## config.mk

```make
export PLATFORM = sky130hd
export DESIGN_NAME = x86_memory_operand_encoder
export DESIGN_NICKNAME = d
export VERILOG_FILES = /design/src/design/xmoe_pkg.sv /design/src/design/x86_memory_operand_encoder.sv
export SDC_FILE = /design/constraint.sdc
export NUM_CORES = 1
export LEC_CHECK = 0
export ABC_AREA = 0
export BUFFER_PORTS_ARGS = -buffer_cell sky130_fd_sc_hd__buf_4
export CAP_MARGIN = 10
export CORE_ASPECT_RATIO = 1.75
export CORE_UTILIZATION = 48
export CTS_BUF_LIST = sky130_fd_sc_hd__clkbuf_4
export CTS_CLUSTER_DIAMETER = 80
export DETAILED_ROUTE_END_ITERATION = 12
export GPL_TIMING_DRIVEN = 0
export PLACE_DENSITY = 0.69
export SLEW_MARGIN = 20
export SYNTH_ARGS = -nofsm -noshare
export SYNTH_HDL_FRONTEND = slang
export SYNTH_SLANG_ARGS = --single-unit
```

## constraint.sdc

```tcl
create_clock -name clk -period 5.2 [get_ports clk]
set_input_delay 0.52 -clock clk [delete_from_list [all_inputs] [get_ports clk]]
set_output_delay 0.52 -clock clk [all_outputs]
set_load 0.1 [all_outputs]
```

## src/design/xmoe_pkg.sv

```systemverilog
// Package for the x86-64 memory operand encoder: request and result word types,
// error codes and the ModRM/SIB/REX encoding constants. No dependencies.
`timescale 1ns / 1ps

package xmoe_pkg;

  localparam int MAX_OPCODE_BYTES = 3;

  localparam logic [4:0] REG_NONE   = 5'd16;
  localparam logic [4:0] REG_RSP    = 5'd4;
  localparam logic [2:0] RM_SIB     = 3'b100;
  localparam logic [2:0] RM_DISP    = 3'b101;
  localparam logic [3:0] REX_PREFIX = 4'b0100;
  localparam logic [1:0] MOD_MEM    = 2'b00;
  localparam logic [1:0] MOD_DISP8  = 2'b01;
  localparam logic [1:0] MOD_DISP32 = 2'b10;

  localparam logic [1:0] ERR_NONE      = 2'd0;
  localparam logic [1:0] ERR_EMPTY     = 2'd1;
  localparam logic [1:0] ERR_RSP_INDEX = 2'd2;
  localparam logic [1:0] ERR_SCALE     = 2'd3;

  typedef struct packed {
    logic [2:0]         regop;
    logic               rex_w;
    logic               rex_r;
    logic               rex_force;
    logic               use_label;
    logic [4:0]         base_reg;
    logic [4:0]         idx_reg;
    logic [3:0]         scale;
    logic signed [31:0] disp;
    logic [23:0]        opcode_bytes;
    logic [1:0]         opcode_len;
  } enc_req_t;

  typedef struct packed {
    logic [7:0] out_byte;
    logic       last;
    logic       reloc;
    logic [1:0] error;
  } enc_res_t;

endpackage

```

## src/design/x86_memory_operand_encoder.sv

```systemverilog
// x86-64 memory operand encoder top level: request register, single-pass
// encoder into a byte buffer, and a byte serialiser. Depends on xmoe_pkg.
// Start is taken into the request register; the request is then loaded into the
// byte buffer, which presents the first byte, when the serialiser is idle.
// Throughput: one byte per cycle; a request of n bytes (1 to 7 + MAX_OPCODE_BYTES)
// holds the serialiser until its last byte leaves; a waiting request is loaded
// as that byte leaves, so streams follow one another without a gap. The receiver
// cannot stall. Synchronous active-low reset clears the request flag and serialiser state.
`timescale 1ns / 1ps

module x86_memory_operand_encoder #(
  parameter int MAX_OPCODE_BYTES = xmoe_pkg::MAX_OPCODE_BYTES
) (
  input  logic              clk,
  input  logic              rst_n,
  input  logic              start,
  output logic              busy,
  input  xmoe_pkg::enc_req_t in_req,
  output logic              out_valid,
  output xmoe_pkg::enc_res_t out_res
);

  localparam int DEPTH = 7 + MAX_OPCODE_BYTES;
  localparam int IDX_W = $clog2(DEPTH);
  localparam int POS_W = $clog2(DEPTH + 1);
  localparam logic [1:0] OPL_MAX = 2'(MAX_OPCODE_BYTES);

  xmoe_pkg::enc_req_t req_r;
  logic               req_vld_r, req_vld_nxt;

  logic                   act_r, act_nxt;
  logic [IDX_W-1:0]       cnt_r, cnt_nxt;
  logic [IDX_W-1:0]       lasti_r, lasti_nxt;
  logic [DEPTH-1:0][7:0]  buf_r, buf_nxt;
  logic [DEPTH-1:0]       rel_r, rel_nxt;
  logic [1:0]             err_r, err_nxt;

  logic buf_free, load, accept, at_last;

  // Encoder signals
  logic       has_base, has_index, dnz, disp_only, inb, need_sib, sib_n;
  logic       disp8, has_disp, rex_x, rex_b, rex_n;
  logic [1:0] ss, mode, opl;
  logic [1:0] err;
  logic [2:0] rm, benc, ifld;
  logic [7:0] rex_byte, modrm, sib;
  logic [2:0] dlen;
  logic [3:0][7:0] opw, dw;
  logic [POS_W-1:0] p_op, p_modrm, p_sib, p_disp, p_end;

  assign at_last  = cnt_r == lasti_r;
  assign buf_free = !act_r || at_last;
  assign load     = req_vld_r && buf_free;
  assign busy     = req_vld_r && !buf_free;
  assign accept   = start && !busy;

  always_comb begin
    has_base  = req_r.base_reg < xmoe_pkg::REG_NONE;
    has_index = req_r.idx_reg < xmoe_pkg::REG_NONE;
    dnz       = req_r.disp != 32'sd0;
    disp_only = !has_base && !has_index;
    inb       = !has_base && has_index;
    disp8     = (req_r.disp[31:7] == '0) || (req_r.disp[31:7] == '1);

    ss  = 2'd0;
    err = xmoe_pkg::ERR_NONE;
    if (disp_only && !dnz) begin
      err = xmoe_pkg::ERR_EMPTY;
    end else if (has_index && req_r.idx_reg == xmoe_pkg::REG_RSP) begin
      err = xmoe_pkg::ERR_RSP_INDEX;
    end else if (has_index) begin
      case (req_r.scale)
        4'd1: ss = 2'd0;
        4'd2: ss = 2'd1;
        4'd4: ss = 2'd2;
        4'd8: ss = 2'd3;
        default: err = xmoe_pkg::ERR_SCALE;
      endcase
    end

    benc     = has_base ? req_r.base_reg[2:0] : xmoe_pkg::RM_DISP;
    need_sib = (has_base && req_r.base_reg[2:0] == xmoe_pkg::RM_SIB) || has_index;
    sib_n    = need_sib || disp_only;
    has_disp = dnz || (has_base && req_r.base_reg[2:0] == xmoe_pkg::RM_DISP) || inb;
    rex_b    = has_base && req_r.base_reg[3];
    rex_x    = has_index && req_r.idx_reg[3];
    ifld     = has_index ? req_r.idx_reg[2:0] : xmoe_pkg::RM_SIB;
    rm       = sib_n ? xmoe_pkg::RM_SIB : benc;

    if (disp_only || inb) begin
      mode = xmoe_pkg::MOD_MEM;
      dlen = 3'd4;
    end else if (has_disp) begin
      mode = disp8 ? xmoe_pkg::MOD_DISP8 : xmoe_pkg::MOD_DISP32;
      dlen = disp8 ? 3'd1 : 3'd4;
    end else begin
      mode = xmoe_pkg::MOD_MEM;
      dlen = 3'd0;
    end
    sib   = {ss, ifld, benc};
    modrm = {mode, req_r.regop, rm};
    dw    = req_r.disp;

    if (req_r.use_label) begin
      rex_x = 1'b0;
      rex_b = 1'b0;
      sib_n = 1'b0;
      dlen  = 3'd4;
      modrm = {xmoe_pkg::MOD_MEM, req_r.regop, xmoe_pkg::RM_DISP};
      dw    = '0;
      err   = xmoe_pkg::ERR_NONE;
    end

    rex_n    = req_r.rex_force || req_r.rex_w || req_r.rex_r || rex_x || rex_b;
    rex_byte = {xmoe_pkg::REX_PREFIX, req_r.rex_w, req_r.rex_r, rex_x, rex_b};

    opl = req_r.opcode_len;
    if (opl == 2'd0) begin
      opl = 2'd1;
    end
    if (opl > OPL_MAX) begin
      opl = OPL_MAX;
    end
    opw = {8'h00, req_r.opcode_bytes};

    p_op    = POS_W'(rex_n);
    p_modrm = p_op + POS_W'(opl);
    p_sib   = p_modrm + POS_W'(1);
    p_disp  = p_sib + POS_W'(sib_n);
    p_end   = p_disp + POS_W'(dlen) - POS_W'(1);
  end

  always_comb begin
    buf_nxt   = buf_r;
    rel_nxt   = rel_r;
    lasti_nxt = lasti_r;
    err_nxt   = err_r;
    if (load) begin
      err_nxt = err;
      for (int i = 0; i < DEPTH; i++) begin
        rel_nxt[i] = 1'b0;
        if (POS_W'(i) < p_op) begin
          buf_nxt[i] = rex_byte;
        end else if (POS_W'(i) < p_modrm) begin
          buf_nxt[i] = opw[2'(POS_W'(i) - p_op)];
        end else if (POS_W'(i) == p_modrm) begin
          buf_nxt[i] = modrm;
        end else if (sib_n && POS_W'(i) == p_sib) begin
          buf_nxt[i] = sib;
        end else begin
          buf_nxt[i] = dw[2'(POS_W'(i) - p_disp)];
          rel_nxt[i] = req_r.use_label;
        end
      end
      lasti_nxt = IDX_W'(p_end);
      if (err != xmoe_pkg::ERR_NONE) begin
        buf_nxt[0] = 8'h00;
        rel_nxt[0] = 1'b0;
        lasti_nxt  = '0;
      end
    end
  end

  always_comb begin
    req_vld_nxt = req_vld_r;
    if (accept) begin
      req_vld_nxt = 1'b1;
    end else if (load) begin
      req_vld_nxt = 1'b0;
    end
    act_nxt = act_r;
    cnt_nxt = cnt_r;
    if (load) begin
      act_nxt = 1'b1;
      cnt_nxt = '0;
    end else if (act_r) begin
      act_nxt = !at_last;
      cnt_nxt = cnt_r + IDX_W'(1);
    end
  end

  always_ff @(posedge clk) begin
    if (!rst_n) begin
      req_vld_r <= 1'b0;
      act_r     <= 1'b0;
      cnt_r     <= '0;
    end else begin
      req_vld_r <= req_vld_nxt;
      act_r     <= act_nxt;
      cnt_r     <= cnt_nxt;
    end
  end

  always_ff @(posedge clk) begin
    if (accept) begin
      req_r <= in_req;
    end
    buf_r   <= buf_nxt;
    rel_r   <= rel_nxt;
    lasti_r <= lasti_nxt;
    err_r   <= err_nxt;
  end

  assign out_valid        = act_r;
  assign out_res.out_byte = buf_r[cnt_r];
  assign out_res.last     = at_last;
  assign out_res.reloc    = rel_r[cnt_r];
  assign out_res.error    = err_r;

endmodule
```

==> metrics.md, run 1 <==
| Metric | Value |
|---|---|
| Async set or reset register ratio after synthesis | `0%` |
| Setup violations, final | `0` |
| Worst endpoint required time | `5550 ps` |
| # hold bufs at CTS | `0` |
| Clock-pin slew on the worst setup and hold paths | `150 ps` |
| Run status | `completed` |
| Clock skew | `19.9 ps` |
| Critical R2R Launch | `req_r[72]` |
| Clk sinks | `181` |
| Worst slew pin tran | `1010 ps` |
| Drt wl/cell | `26.2 um` |
| Share of layout cells above drive strength 1 | `21.1%` |
| Worst slew margin | `32.1%` |
| Main synth FF type | `edfxtp_1` |
| Largest cells by area after synthesis | `edfxtp_1 50%, mux2i_1 7.0%, mux4_2 6.0%` |
| Count of cell types in the netlist | `68` |
| Max Root-Sink Buffers | `2` |
| DRC viols | `0` |
| Sequential area share after synthesis | `50.9%` |
| Static Leak | `4.38 nW` |
| Vias in the first global route | `8464` |
| Final nets | `1145` |
| WP data arrival | `5460 ps` |
| Worst setup path endpoint | `lasti_r[3]` |
| Max-slew violation count | `0` |
| Die Ht | `198 um` |
| Fmax | `0.196 GHz` |
| Critical path launch point | `req_r[72]` |
| Syn_nets | `1024` |
| Yosys top cell area share | `49.8%` |
| Netlist Area Pre-Place | `0.0106 mm^2` |
| Post-Place Cells | `1317` |
| Setup_tns | `0 ps` |
| Post-DP HPWL | `28200 um` |
| Post-synth EDFFs | `175` |
| I/O pin count | `96` |
| R2R depth | `20` |
| Most common cell after layout, fill and taps aside | `edfxtp_1` |
| Synth warn | `0` |
| Post-synth top area cell | `edfxtp_1` |
| Period utilization | `98.2%` |
| RSZ-0062 raised after global routing | `false` |
| Worst Setup End Kind | `flop` |
| Worst Hold Launch | `in_req[26]` |
| Mapped Avg Cell Area | `11.4 um^2` |
| Tot GR Track Use | `32.7%` |
| Final setup margin | `93.7 ps` |
| Global-route wire length before repair | `52100 um` |
| Dpl ws | `-1100 ps` |
| CTS Root Cell | `clkbuf_4` |
| Area grow syn2layout | `15.0%` |
| Number of cell rows | `71` |
| Starting DRT DRC Count | `1053` |
| Die width | `114 um` |
| Starting Density | `49.1%` |
| DRT antenna net count | `0` |
| R2R Path End | `lasti_r[3]` |
| R2r setup slk | `90 ps` |
| Area of the die | `0.0226 mm^2` |
| Total Routed Length | `35400 um` |
| Worst skew pair latency | `610 ps` |
| Fin crit period | `5110 ps` |
| CTS tree | `built` |
| CTS H-tree lvls | `4` |
| Dpl cell area | `0.0118 mm^2` |
| Power per standard cell area | `311 mW/mm^2` |
| Most frequent cells in the layout | `175 x edfxtp_1, 106 x buf_4, 88 x nor2_1` |
| Critical Path Source Type | `flop` |
| Vias | `8505` |
| Core box area | `0.0215 mm^2` |
| Maxcap violations | `0` |
| Routability Congestion | `0.994` |
| Initial antenna violation count | `2` |
| CP Max Fanout | `13` |
| Synth Instances | `924` |
| I/O Buffers | `95` |
| Drt first pass iters | `7` |
| Non-filler cells, final | `1352` |
| Vias per inst | `6.29` |
| Synthesis-stage register bit count | `181` |
| Gr ovfl total | `0` |
| VDD IR max | `204 uV` |
| Hold Crit Class | `in2reg` |
| Pwr Total | `3.77 mW` |
| Largest net degree at the start of global routing | `32` |
| Post-route cell area | `0.0121 mm^2` |
| Setup Crit Path Kind | `reg2reg` |
| Hold Vio Cnt, Final | `0` |
| CTS buffer count | `17` |
[cell usage after synthesis, types with 4 or more instances]
library cell	number
buf_1	13
xnor2_1	5
o31a_1	8
buf_4	5
nor2b_1	10
a22oi_1	20
o211ai_1	7
nand4_1	10
a21oi_1	75
ha_1	16
or3b_2	5
nand2_1	53
a21o_1	7
nor3_1	39
inv_1	16
o21ai_0	14
a2bb2oi_1	5
o22ai_1	16
clkbuf_1	40
a211o_1	22
dfxtp_1	6
mux2i_1	74
and2_1	10
edfxtp_1	175
nand3b_1	10
nand2b_1	8
nor4_1	9
a211oi_1	21
xor2_1	10
o2111ai_1	6
a311oi_1	4
a221oi_1	5
nand3_1	16
buf_2	18
mux4_2	28
nor2_1	89
o311ai_0	5
[per-layer routing]
| layer | GRT usage [%] | vias up | share of wire, % |
|---|---|---|---|
| met3 | 5.14 | 133 | 5.6 |
| met2 | 58.4 | 461 | 53 |
| met5 | 0 | - | 0 |
| met1 | 36.2 | 4091 | 36 |
| met4 | 19.6 | 0 | 6.0 |
| li1 | - | 3820 | - |
[stage by stage]
stage	hold WS [ps]	utilization, %
5_1_grt	21.2	56.5
3_3_place_gp	465	54.1
2_1_floorplan	454	-
6_report	67.4	56.5
4_1_cts	30.1	56.3
3_5_place_dp	501	54.7
[worst min-delay path by stage]
stage | cells after the start | slack (ps) | to
global route | 1 | 20 | req_r[26]
global placement | 1 | 470 | out_valid
finish | 1 | 70 | req_r[26]
floorplan | 1 | 450 | out_valid
CTS | 1 | 30 | req_r[26]
detailed placement | 1 | 500 | out_valid
[final cells by class]
cell class,instances,area (um^2)
clock buffers,19,143
well taps,292,365
flip-flops and latches,181,5380
plain buffers,76,355
repair buffers,104,843
inverters,18,83.8
multi-input cells,647,4840
clock inverters,13,126
fillers,1888,9360
diodes,2,5.00
[kinds of logic after synthesis]
group	after synthesis	synth area share (%)
xor+xnor	15	1.25
buf+inv	96	3.83
mux	105	13.3
flops	181	50.9
fa+ha+maj	18	2.28
compound gates	228	15.1
simple gates	281	13.2
[what timing repair did]
| item | CTS | global route |
|---|---|---|
| gates resized for setup | 15 | 12 |
| buffers inserted | 3 | 0 |
| hold endpoints to repair | 0 | 0 |
| pin swaps | 0 | 1 |
| setup endpoints to repair | 83 | 15 |
[worst max-delay path: stages (launching register included)]
cell        delay [ps]
edfxtp_1           390
clkbuf_4           220
or3b_2             520
and3_1             190
buf_4              220
clkinv_8           130
ha_4               190
clkbuf_8           200
clkinvlp_4         130
fa_1               550
inv_1               80
ha_4               290
buf_6              150
inv_1              130
buf_4              220
ha_1               220
fa_1               380
xor2_1             180
xnor2_1            200
xnor2_1            150
nor2_1              90
[where the power goes]
| part | internal (mW) | switching [mW] | total (mW) |
|---|---|---|---|
| combinational | 0.451 | 0.740 | 1.19 |
| clock | 0.253 | 0.505 | 0.758 |
| sequential | 1.76 | 0.0637 | 1.82 |
| total | 2.47 | 1.31 | 3.77 |
[sequential cells by signal, summed over array words and instances (netlist names)]
name and flops:
cnt_r 4, lasti_r 4, req_vld_r 1, opw 24, rel_r 10, out_valid 1
err_r 2, req_r 55, buf_r 80
Note: power is estimated with default switching activity, not from simulation.
==> inputs of run 2 (changes only) <==
Settings changed: PLACE_DENSITY 0.69 to 0.67.
Clock period 5.2 ns to 6.3 ns, I/O delays scaled along.
==> metrics.md, run 2 (synthesized netlist as in run 1, its figures left out) <==
| Metric | Value |
|---|---|
| Drt wl/cell | `25.5 um` |
| Worst slew margin | `37.6%` |
| Vias in the first global route | `8458` |
| Vias | `8364` |
| Starting DRT DRC Count | `767` |
| Worst endpoint required time | `6680 ps` |
| Hold Vio Cnt, Final | `0` |
| Dpl ws | `108 ps` |
| Clk sinks | `181` |
| VDD IR max | `174 uV` |
| WP data arrival | `6270 ps` |
| Fillcell total | `1927` |
| CTS tree | `built` |
| Slowest stage delay, CP | `570 ps` |
| Worst skew pair latency | `660 ps` |
| Max Root-Sink Buffers | `2` |
| Slowest-stage cell, CP | `fa_1` |
| Clock skew | `24.8 ps` |
| Global-route wire length before repair | `51000 um` |
| Die Ht | `198 um` |
| Vias per inst | `6.20` |
| Setup Crit Path Kind | `reg2reg` |
| Fin crit period | `5890 ps` |
| DRC viols | `0` |
| Critical Path Source Type | `flop` |
| Area grow syn2layout | `14.4%` |
| Run status | `completed` |
| Dpl cell area | `0.0118 mm^2` |
| DRT antenna net count | `0` |
| Area of the die | `0.0226 mm^2` |
| Util after Layout | `56.1%` |
| Drt first pass iters | `5` |
| CTS buffer count | `17` |
| Total Routed Length | `34500 um` |
| CTS Root Cell | `clkbuf_4` |
| Worst slew pin tran | `935 ps` |
| Max-slew violation count | `0` |
| Post-route cell area | `0.0121 mm^2` |
| Max reg flops | `80` |
| Critical path launch point | `req_r[75]` |
| Largest net degree at the start of global routing | `31` |
| Gr ovfl total | `0` |
| Most common cell after layout, fill and taps aside | `edfxtp_1` |
| Initial antenna violation count | `1` |
| WHS | `141 ps` |
| CP dominant cell by count | `buf_2` |
| Number of cell rows | `71` |
| Most flops, register | `buf_r` |
| Fmax | `0.170 GHz` |
| Power per standard cell area | `261 mW/mm^2` |
| Starting Density | `49.1%` |
| Worst Hold Launch | `in_req[25]` |
| CP Max Fanout | `10` |
| Tot GR Track Use | `32.1%` |
| Static Leak | `4.38 nW` |
| Critical-path cell list | `nor3_1 > and3_1 > buf_4 > inv_2 > buf_2 > ha_1 > clkbuf_2 > inv_1 > fa_1 > inv_1 > ha_1 > buf_2 > buf_2 > clkbuf_1 > nor3_1 > a21oi_1 > a211oi_1 > a2bb2oi_1` |
| Share of layout cells above drive strength 1 | `19.9%` |
| Setup_tns | `0 ps` |
| Final setup margin | `413 ps` |
| Post-DP HPWL | `27800 um` |
| Period utilization | `93.4%` |
| RSZ-0062 raised after global routing | `false` |
| Hold Crit Class | `in2reg` |
| Core box area | `0.0215 mm^2` |
| Clock-pin slew on the worst setup and hold paths | `140 ps` |
| I/O pin count | `96` |
| Maxcap violations | `0` |
| I/O Buffers | `95` |
| Routability Congestion | `0.999` |
| Die width | `114 um` |
| Critical R2R Launch | `req_r[75]` |
| Final nets | `1143` |
| CTS H-tree lvls | `4` |
| Most frequent cells in the layout | `175 x edfxtp_1, 101 x buf_4, 88 x nor2_1` |
| Worst Setup End Kind | `flop` |
| Setup violations, final | `0` |
-- run 2: changes by cell type in the layout (fill, tap and decap cells not counted), moves of 2 or more --
cell	previous run	this run
buf_4	106	101
clkinvlp_4	6	2
buf_2	15	18
clkbuf_1	35	38
bufinv_16	1	3
ha_1	14	16
ha_4	2	0
-- run 2: worst max-delay path, delay by kind of cell (launching register included) --
kind | cells | cell delay [ps]
AOI/OAI and AO/OA | 3 | 790
adders and majority gates | 3 | 1330
buffers and inverters | 9 | 2160
DFF | 1 | 460
and+or+nand+nor | 3 | 890
-- run 2: metrics by stage --
| stage | instances | power, mW |
|---|---|---|
| after floorplan | 924 | 2.15 |
| after global placement | 1311 | 2.46 |
| after detailed placement | 1317 | 2.47 |
| after CTS | 1349 | 3.15 |
| after global routing | 1349 | 3.27 |
| final | 1350 | 3.15 |
-- run 2: final cells by class --
cell class                      count  area [um^2]  share of cell area [%]
Antenna cell                        2         5.00                  0.0415
Buffer                             77          334                    2.77
Clock buffer                       20          150                    1.24
Clock inverter                     12          153                    1.26
Inverter                           18         67.6                   0.560
Multi-Input combinational cell    647         4790                    39.7
Sequential cell                   181         5380                    44.5
Tap cell                          292          365                    3.03
Timing Repair Buffer              101          828                    6.86
-- run 2: final timing paths --
check	end	slack, ps	cells after the start
setup / recovery	buf_r[45]	410	18
hold / removal	opw[23]	140	1
setup reg to reg	buf_r[45]	410	18
hold reg to reg	out_valid	500	1
-- run 2: report_power, final --
part | leakage (nW) | internal, mW | switching [mW] | total [mW]
Clock | 0.159 | 0.288 | 0.403 | 0.691
Sequential | 1.73 | 1.45 | 0.0507 | 1.50
Combinational | 2.49 | 0.357 | 0.600 | 0.956
Total | 4.38 | 2.10 | 1.05 | 3.15
-- run 2: metal layers --
metal / vias up / track usage [%] / wire length [um]
met5: - / 0 / 0
met4: 0 / 22.8 / 2440
met3: 134 / 4.84 / 1660
met2: 388 / 56.7 / 18000
met1: 4023 / 34.8 / 12400
li1: 3819 / - / -
-- run 2: repair_timing --
| item | in CTS | in global routing |
|---|---|---|
| hold buffers | 0 | 0 |
| endpoints found under the setup margin | 0 | 11 |
| buffers inserted | 0 | 0 |
| resized for setup | 0 | 2 |
